## src/hdl/task_deadline_watchdog_unit_macros.svh

```systemverilog
// ----------------------------------------------------------------------------
// Assertion macros for the task deadline watchdog unit
// Concurrent assertion wrappers on the unit clock. Defining NO_ASSERTIONS
// turns every use into an empty statement.
// ----------------------------------------------------------------------------
`ifndef TASK_DEADLINE_WATCHDOG_UNIT_MACROS_SVH
`define TASK_DEADLINE_WATCHDOG_UNIT_MACROS_SVH

`ifndef NO_ASSERTIONS

// Checked only outside reset.
`define TDW_ASSERT(label, prop, msg) \
   label: assert property (@(posedge clock) disable iff (reset) prop) else $error(msg);

// Checked at every clock edge, reset included.
`define TDW_ASSERT_ALWAYS(label, prop, msg) \
   label: assert property (@(posedge clock) prop) else $error(msg);

`else

`define TDW_ASSERT(label, prop, msg)
`define TDW_ASSERT_ALWAYS(label, prop, msg)

`endif

`endif

```

## src/hdl/tdw_pkg.sv

```systemverilog
// ----------------------------------------------------------------------------
// Task deadline watchdog package
// Table sizes, derived widths, operation codes and shared types.
// ----------------------------------------------------------------------------
`timescale 1ns / 1ps

package tdw_pkg;

   // Table geometry.
   localparam int ENTRIES   = 16;
   localparam int TIME_BITS = 16;

   localparam int IDX_BITS  = (ENTRIES > 1) ? $clog2(ENTRIES) : 1;
   localparam int CNT_BITS  = $clog2(ENTRIES + 1);
   localparam int STEP_BITS = 16;
   localparam int SUM_BITS  = ((TIME_BITS > STEP_BITS) ? TIME_BITS : STEP_BITS) + 1;

   localparam logic [CNT_BITS-1:0] CNT_LAST = CNT_BITS'(ENTRIES);

   typedef logic [TIME_BITS-1:0] time_type;
   typedef logic [IDX_BITS-1:0]  idx_type;
   typedef logic [CNT_BITS-1:0]  cnt_type;
   typedef logic [SUM_BITS-1:0]  sum_type;
   typedef logic [STEP_BITS-1:0] step_type;
   typedef logic [ENTRIES-1:0]   flags_type;
   typedef logic [2:0]           op_type;

   // Operation codes.
   localparam op_type OP_ADD    = 3'd0;
   localparam op_type OP_REMOVE = 3'd1;
   localparam op_type OP_START  = 3'd2;
   localparam op_type OP_IDLE   = 3'd3;
   localparam op_type OP_TICK   = 3'd4;

endpackage

```

## src/hdl/task_deadline_watchdog_unit.sv

```systemverilog
// ----------------------------------------------------------------------------
// Task deadline watchdog unit
// Table of per-task deadline watchdogs: add, remove, start, idle and tick
// commands, with deadlines and elapsed times held in two synchronous memories.
// ----------------------------------------------------------------------------
//  Channel   Ports                                         Direction
//  command   start, busy, req_op, req_slot, req_timeout   in (busy out)
//  result    rsp_valid, rsp_granted_slot, rsp_success,     out, one-cycle strobe
//            rsp_kick
//  csr       csr_we, csr_wdata (tick_step)                 in, write only
//
//  A command transfers at a clock edge with start high and busy low.
//  Add, remove, start and idle give their result in the cycle after the transfer
//  and keep busy low, so a new command may follow in the next cycle.
//  A tick sweeps the memories one entry a cycle and holds busy high for the
//  whole sweep; its result appears as busy falls.
//  Reset clears the claim and run flags at once; no clearing pass is needed.
//  The receiver cannot stall: each result is valid for exactly one cycle.
// ----------------------------------------------------------------------------
`timescale 1ns / 1ps
`include "task_deadline_watchdog_unit_macros.svh"

module task_deadline_watchdog_unit (
   input  logic                      clock,
   input  logic                      reset,
   input  logic                      start,
   output logic                      busy,
   input  logic [2:0]                req_op,
   input  logic [3:0]                req_slot,
   input  logic [15:0]               req_timeout,
   output logic                      rsp_valid,
   output logic [3:0]                rsp_granted_slot,
   output logic                      rsp_success,
   output logic                      rsp_kick,
   input  logic                      csr_we,
   input  logic [15:0]               csr_wdata
);

   localparam logic ST_IDLE = 1'b0;
   localparam logic ST_TICK = 1'b1;

   logic                state_ff, state_in;
   tdw_pkg::cnt_type    rd_cnt_ff, rd_cnt_in;
   logic                pend_ff, pend_in;
   tdw_pkg::idx_type    pend_idx_ff, pend_idx_in;
   logic                kick_acc_ff, kick_acc_in;
   tdw_pkg::flags_type  in_use_ff, in_use_in;
   tdw_pkg::flags_type  running_ff, running_in;
   tdw_pkg::step_type   tick_step_ff;

   logic                rsp_valid_ff, rsp_valid_in;
   logic [3:0]          rsp_granted_ff, rsp_granted_in;
   logic                rsp_success_ff, rsp_success_in;
   logic                rsp_kick_ff, rsp_kick_in;

   // Memories and their ports.
   tdw_pkg::time_type   dl_mem [tdw_pkg::ENTRIES];
   tdw_pkg::time_type   el_mem [tdw_pkg::ENTRIES];
   tdw_pkg::time_type   rd_dl_ff, rd_el_ff;
   tdw_pkg::idx_type    rd_addr;
   tdw_pkg::idx_type    wr_addr;
   logic                dl_we, el_we;
   tdw_pkg::time_type   dl_wdata, el_wdata;

   // Free slot search and tick arithmetic.
   tdw_pkg::flags_type  free_onehot;
   tdw_pkg::idx_type    free_idx;
   logic                table_full;
   tdw_pkg::idx_type    slot_idx;
   logic                slot_ok;
   logic                hit, expired, saturated, kick_next;
   tdw_pkg::sum_type    sum;

   assign busy             = (state_ff == ST_TICK);
   assign rsp_valid        = rsp_valid_ff;
   assign rsp_granted_slot = rsp_granted_ff;
   assign rsp_success      = rsp_success_ff;
   assign rsp_kick         = rsp_kick_ff;

   // The lowest clear claim bit, isolated with a single carry chain.
   assign table_full  = &in_use_ff;
   assign free_onehot = ~in_use_ff & (in_use_ff + tdw_pkg::flags_type'(1));

   always_comb begin
      free_idx = '0;
      for (int k = 0; k < tdw_pkg::ENTRIES; k++) begin
         if (free_onehot[k]) begin
            free_idx = free_idx | tdw_pkg::idx_type'(k);
         end
      end
   end

   assign slot_idx = tdw_pkg::idx_type'(req_slot);
   assign slot_ok  = (int'(req_slot) < tdw_pkg::ENTRIES);
   assign rd_addr  = rd_cnt_ff[tdw_pkg::IDX_BITS-1:0];

   assign hit       = pend_ff && in_use_ff[pend_idx_ff] && running_ff[pend_idx_ff];
   assign expired   = (rd_el_ff >= rd_dl_ff);
   assign sum       = tdw_pkg::sum_type'(rd_el_ff) + tdw_pkg::sum_type'(tick_step_ff);
   assign saturated = (sum[tdw_pkg::SUM_BITS-1:tdw_pkg::TIME_BITS] != '0);
   assign kick_next = kick_acc_ff & ~(hit & expired);

   always_comb begin
      state_in       = state_ff;
      rd_cnt_in      = rd_cnt_ff;
      pend_in        = pend_ff;
      pend_idx_in    = pend_idx_ff;
      kick_acc_in    = kick_acc_ff;
      in_use_in      = in_use_ff;
      running_in     = running_ff;
      rsp_valid_in   = 1'b0;
      rsp_granted_in = rsp_granted_ff;
      rsp_success_in = rsp_success_ff;
      rsp_kick_in    = rsp_kick_ff;
      dl_we          = 1'b0;
      el_we          = 1'b0;
      wr_addr        = slot_idx;
      dl_wdata       = tdw_pkg::time_type'(req_timeout);
      el_wdata       = '0;

      unique case (state_ff)
         ST_IDLE: begin
            if (start) begin
               rsp_granted_in = '0;
               rsp_success_in = 1'b1;
               rsp_kick_in    = 1'b0;
               rsp_valid_in   = 1'b1;
               unique case (req_op)
                  tdw_pkg::OP_ADD: begin
                     rsp_success_in = ~table_full;
                     if (!table_full) begin
                        in_use_in[free_idx]  = 1'b1;
                        running_in[free_idx] = 1'b0;
                        wr_addr              = free_idx;
                        dl_we                = 1'b1;
                        el_we                = 1'b1;
                        rsp_granted_in       = 4'(free_idx);
                     end
                  end
                  tdw_pkg::OP_REMOVE: begin
                     if (slot_ok) begin
                        in_use_in[slot_idx]  = 1'b0;
                        running_in[slot_idx] = 1'b0;
                     end
                  end
                  tdw_pkg::OP_START, tdw_pkg::OP_IDLE: begin
                     if (slot_ok && in_use_ff[slot_idx]) begin
                        running_in[slot_idx] = (req_op == tdw_pkg::OP_START);
                        el_we                = 1'b1;
                     end
                  end
                  tdw_pkg::OP_TICK: begin
                     rsp_valid_in = 1'b0;
                     state_in     = ST_TICK;
                     rd_cnt_in    = '0;
                     pend_in      = 1'b0;
                     kick_acc_in  = 1'b1;
                  end
                  default: begin
                  end
               endcase
            end
         end
         ST_TICK: begin
            // Read entry n while entry n-1, read in the previous cycle, is
            // updated; the two addresses never match.
            if (rd_cnt_ff != tdw_pkg::CNT_LAST) begin
               rd_cnt_in   = rd_cnt_ff + tdw_pkg::cnt_type'(1);
               pend_in     = 1'b1;
               pend_idx_in = rd_addr;
            end else begin
               pend_in = 1'b0;
            end
            if (hit && !expired) begin
               wr_addr  = pend_idx_ff;
               el_we    = 1'b1;
               el_wdata = saturated ? '1 : sum[tdw_pkg::TIME_BITS-1:0];
            end
            kick_acc_in = kick_next;
            if (rd_cnt_ff == tdw_pkg::CNT_LAST) begin
               state_in       = ST_IDLE;
               rsp_valid_in   = 1'b1;
               rsp_granted_in = '0;
               rsp_success_in = 1'b1;
               rsp_kick_in    = kick_next;
            end
         end
         default: begin
            state_in = ST_IDLE;
         end
      endcase
   end

   always_ff @(posedge clock) begin
      if (reset) begin
         state_ff     <= ST_IDLE;
         rd_cnt_ff    <= '0;
         pend_ff      <= 1'b0;
         in_use_ff    <= '0;
         running_ff   <= '0;
         rsp_valid_ff <= 1'b0;
         tick_step_ff <= tdw_pkg::step_type'(1);
      end else begin
         state_ff     <= state_in;
         rd_cnt_ff    <= rd_cnt_in;
         pend_ff      <= pend_in;
         in_use_ff    <= in_use_in;
         running_ff   <= running_in;
         rsp_valid_ff <= rsp_valid_in;
         if (csr_we) begin
            tick_step_ff <= csr_wdata;
         end
      end
   end

   always_ff @(posedge clock) begin
      pend_idx_ff    <= pend_idx_in;
      kick_acc_ff    <= kick_acc_in;
      rsp_granted_ff <= rsp_granted_in;
      rsp_success_ff <= rsp_success_in;
      rsp_kick_ff    <= rsp_kick_in;
   end

   always_ff @(posedge clock) begin
      if (dl_we) begin
         dl_mem[wr_addr] <= dl_wdata;
      end
      rd_dl_ff <= dl_mem[rd_addr];
   end

   always_ff @(posedge clock) begin
      if (el_we) begin
         el_mem[wr_addr] <= el_wdata;
      end
      rd_el_ff <= el_mem[rd_addr];
   end

   // A slot can only run while it is claimed.
   `TDW_ASSERT(a_run_implies_claim, ((running_ff & ~in_use_ff) == '0), "running free slot")
   // No result is shown while a tick sweep is still going.
   `TDW_ASSERT(a_no_rsp_in_sweep, (rsp_valid |-> !busy), "result during sweep")
   // A tick transfer starts a sweep; any other command answers next cycle.
   `TDW_ASSERT(a_tick_busy, ((start && !busy && req_op == tdw_pkg::OP_TICK) |=> busy), "tick not busy")
   `TDW_ASSERT(a_cmd_rsp, ((start && !busy && req_op != tdw_pkg::OP_TICK) |=> rsp_valid), "missing result")
   // Pending read data only exists inside a sweep.
   `TDW_ASSERT(a_pend_in_sweep, (pend_ff |-> state_ff == ST_TICK), "stray pending read")

endmodule

```

## config.mk

```make
export PLATFORM = sky130hd
export DESIGN_NAME = task_deadline_watchdog_unit
export DESIGN_NICKNAME = d
export VERILOG_FILES = /design/src/hdl/tdw_pkg.sv /design/src/hdl/task_deadline_watchdog_unit.sv
export VERILOG_INCLUDE_DIRS = /design/src /design/src/hdl
export SDC_FILE = /design/constraint.sdc
export NUM_CORES = 1
export LEC_CHECK = 0
export ABC_AREA = 1
export BUFFER_PORTS_ARGS = -buffer_cell sky130_fd_sc_hd__buf_2
export CORE_MARGIN = 3
export CORE_UTILIZATION = 45
export DETAILED_ROUTE_END_ITERATION = 6
export PLACE_DENSITY = 0.61
export SLEW_MARGIN = 30
export SYNTH_ARGS = -nofsm -noshare
export SYNTH_HDL_FRONTEND = slang
export SYNTH_SLANG_ARGS = --single-unit
```

## constraint.sdc

```tcl
create_clock -name clock -period 3 [get_ports clock]
set_input_delay 0.3 -clock clock [delete_from_list [all_inputs] [get_ports clock]]
set_output_delay 0.3 -clock clock [all_outputs]
set_load 0.05 [all_outputs]
```

==> impl_metrics.tcl <==
set metrics [dict create \
    grt_start_max_net_pins 121 \
    gp_congestion 0.948 \
    utilization_pct 53.5 \
    cts_sinks 611 \
    setup.worst_path.end_class "flop" \
    dpl.cell_count 3166 \
    timing.rr.start "rd_dl_ff[11]" \
    routedWlPerCell_um 21.5 \
    max-vdd-ir-drop_mv 0.402 \
    async_flop_share_pct 0 \
    postCtsResizedCells 0 \
    syn_area_um2 26300 \
    yosys_warnings 0 \
    h-tree-depth 3 \
    drive_gt1_share_pct 14.5 \
    drt-initial-drc-count 1698 \
    rsz0062_at_grt "false" \
    max-slew-margin-rel_pct 46.5 \
    min_path_type "input pin to flop" \
    synth_edf_count 523 \
    synthCells 2396 \
    globalRouteTotalUtil_pct 23.3 \
    grt-ovfl-total 0 \
    criticalPathCategory "flop to flop" \
    worstPathMaxFanout 16 \
    drt-pass1-iter-count 7 \
    fp.dieArea_um2 61400 \
    r2r-end "el_mem[11][14]" \
    clockRootBuffer "clkbuf_16" \
    hold_viol 0 \
    post-route-min-period_ps 2780 \
    required_ps 3300 \
    cp.arrival_ps 3090 \
    die_h_um 248 \
    fin_skew_ps 20.4 \
    drc 3 \
    final_max_slew_viol_count 0 \
    insertion_delay_ps 610 \
    maxCapViolations 0 \
    portBuffers 50 \
    max_freq_mhz 359 \
    leakagePower_nw 11.2 \
    worst_slew_pin_slew_ps 794 \
    synth.avg_cell_area_um2 11.0 \
    grt_antenna_before_repair 1 \
    synth_cell_types 53 \
    clk_pin_slew_ps 60 \
    routed_wl_um 70900 \
    fillCellCount 4821 \
    status "finished with violations" \
    rows 87 \
    power-per-cell-area_nw_per_um2 594 \
    synth_nets 2474 \
    core_area_um2 57100 \
    detail-route-antenna-nets 0 \
    io_pins 51 \
    hpwl_um 46400 \
    ys_seq_area_share_pct 66.4 \
    num_vias 18700 \
    start_util_pct 46.0 \
    whs_path_depth 3 \
    setup_viol 0 \
    layout.nets 2573 \
    die_x_um 248 \
    worstSetupStartpointType "flop" \
    yosys_register_bits 611 \
    cts_tree "built" \
    grt_pass1_vias 18400 \
    post_cts_buffers 0 \
    violations "design-rule violations" \
    clock_path_buffers 3 \
    synth_top_flop_cell "edfxtp_1" \
    r2r_cells 16 \
    grt_pass1_wl_um 108000 \
    hold_path_end "rsp_valid" \
    cts-buffers-inserted 67 \
    min_period_over_period_pct 92.8 \
    hold_start "req_op[1]" \
    final_cell_mix "523 x edfxtp_1, 387 x nor2_1, 324 x o21ai_0" \
    via_per_inst 5.67 \
    finalPower_mw 18.2 \
    setup-tns-final_ps 0 \
    r2r_setup_slack_ps 220 \
    final_common_cell "edfxtp_1" \
    final_cells 3303 \
    area_growth_pct 16.3 \
]
## cells in the mapped netlist (6+ instances only)
master,count,area (um^2)
o21ai_0,324,1620
buf_1,12,45.0
dfxtp_1,88,1760
edfxtp_1,523,15700
o21ai_1,6,30.0
nor3_1,14,70.1
nand4_1,49,307
inv_2,16,60.1
xor2_1,10,87.6
o211ai_1,13,97.6
nand2_2,22,138
inv_1,86,323
nor3_2,7,70.1
clkbuf_1,98,368
nand2_4,11,124
ha_1,34,425
o22ai_1,130,813
nor2_4,9,101
buf_2,10,50.1
nor2_1,416,1560
a21oi_1,65,325
buf_4,6,45.0
nand3_1,76,380
nand2_1,310,1160
## where the power goes
group	total, mW	switching [mW]	internal, mW
clock	7.86	3.33	4.53
sequential	9.25	0.0365	9.21
combinational	1.05	0.729	0.321
## worst max path at each step
stage,from,to,slack [ps],depth (start not counted)
floorplan,rd_dl_ff[11],dl_mem[8][0],100,13
finish,rd_dl_ff[11],el_mem[11][14],220,16
CTS,rd_dl_ff[11],el_mem[11][14],230,16
detailed placement,rd_dl_ff[7],dl_mem[11][9],250,17
global placement,rd_dl_ff[1],el_mem[11][10],320,20
global route,rd_dl_ff[11],el_mem[11][15],30,16
## per-stage QoR
step	cell area, um^2	setup WS [ps]	hold WS (ps)
detailed placement	28300	252	459
global placement	28300	315	452
floorplan	26300	98.7	399
CTS	30600	226	59.4
global route	30600	28.1	79.2
finish	30600	217	94.2
## worst max-delay path, cell delays in order, from the launching register on
cell	delay, ps
dfxtp_1	310
inv_1	40
ha_1	330
a21oi_1	190
nand2_1	70
a21oi_1	130
nand2_1	100
nor2_4	240
nand2_4	110
nand2_1	90
nand3_1	120
nand2_4	130
nand2_4	120
clkinv_2	90
nand2_2	70
nor2_2	140
buf_12	170
## state kept, by name (all words and copies together), names as in the netlist
signal / cells
pend_idx_ff: 4
dl_mem: 256
rsp_kick: 1
in_use_ff: 16
rd_cnt_ff: 5
rsp_granted_slot: 4
el_mem: 256
rsp_valid: 1
rd_dl_ff: 16
rd_el_ff: 16
kick_acc_ff: 1
running_ff: 16
rsp_success: 1
busy: 1
tick_step_ff: 16
pend_ff: 1
## cell families after synthesis
kind of cell	synth area share (%)
compound gates	11.8
buf+inv	3.65
xor+xnor	0.433
flops	66.4
simple gates	15.9
fa+ha+maj	1.69
## per-layer routing
metal	up-vias	routed length, um	share of wire (%)	GRT usage [%]
li1	8746	-	-	-
met1	9131	31100	44	32.5
met2	684	32200	45	36.6
met3	150	5170	7.3	4.54
met4	2	2390	3.4	8.17
met5	-	13	0.018	0
## area by class of cell
| cell class | count | area [um^2] | share of cell area (%) |
|---|---|---|---|
| antenna | 1 | 2.50 | 0.00818 |
| clock buffer | 84 | 1840 | 6.00 |
| clock inverter | 36 | 259 | 0.847 |
| inverter | 109 | 425 | 1.39 |
| multi-input combinational | 1547 | 8010 | 26.2 |
| sequential | 611 | 17500 | 57.2 |
| tap | 756 | 946 | 3.09 |
| timing repair buffer | 159 | 1620 | 5.30 |
## what timing repair did
item	4_1_cts	5_1_grt
hold buffers	16	0
setup endpoints to repair	0	0
hold endpoints to repair	16	0
Power figures use the tool's default switching activity.
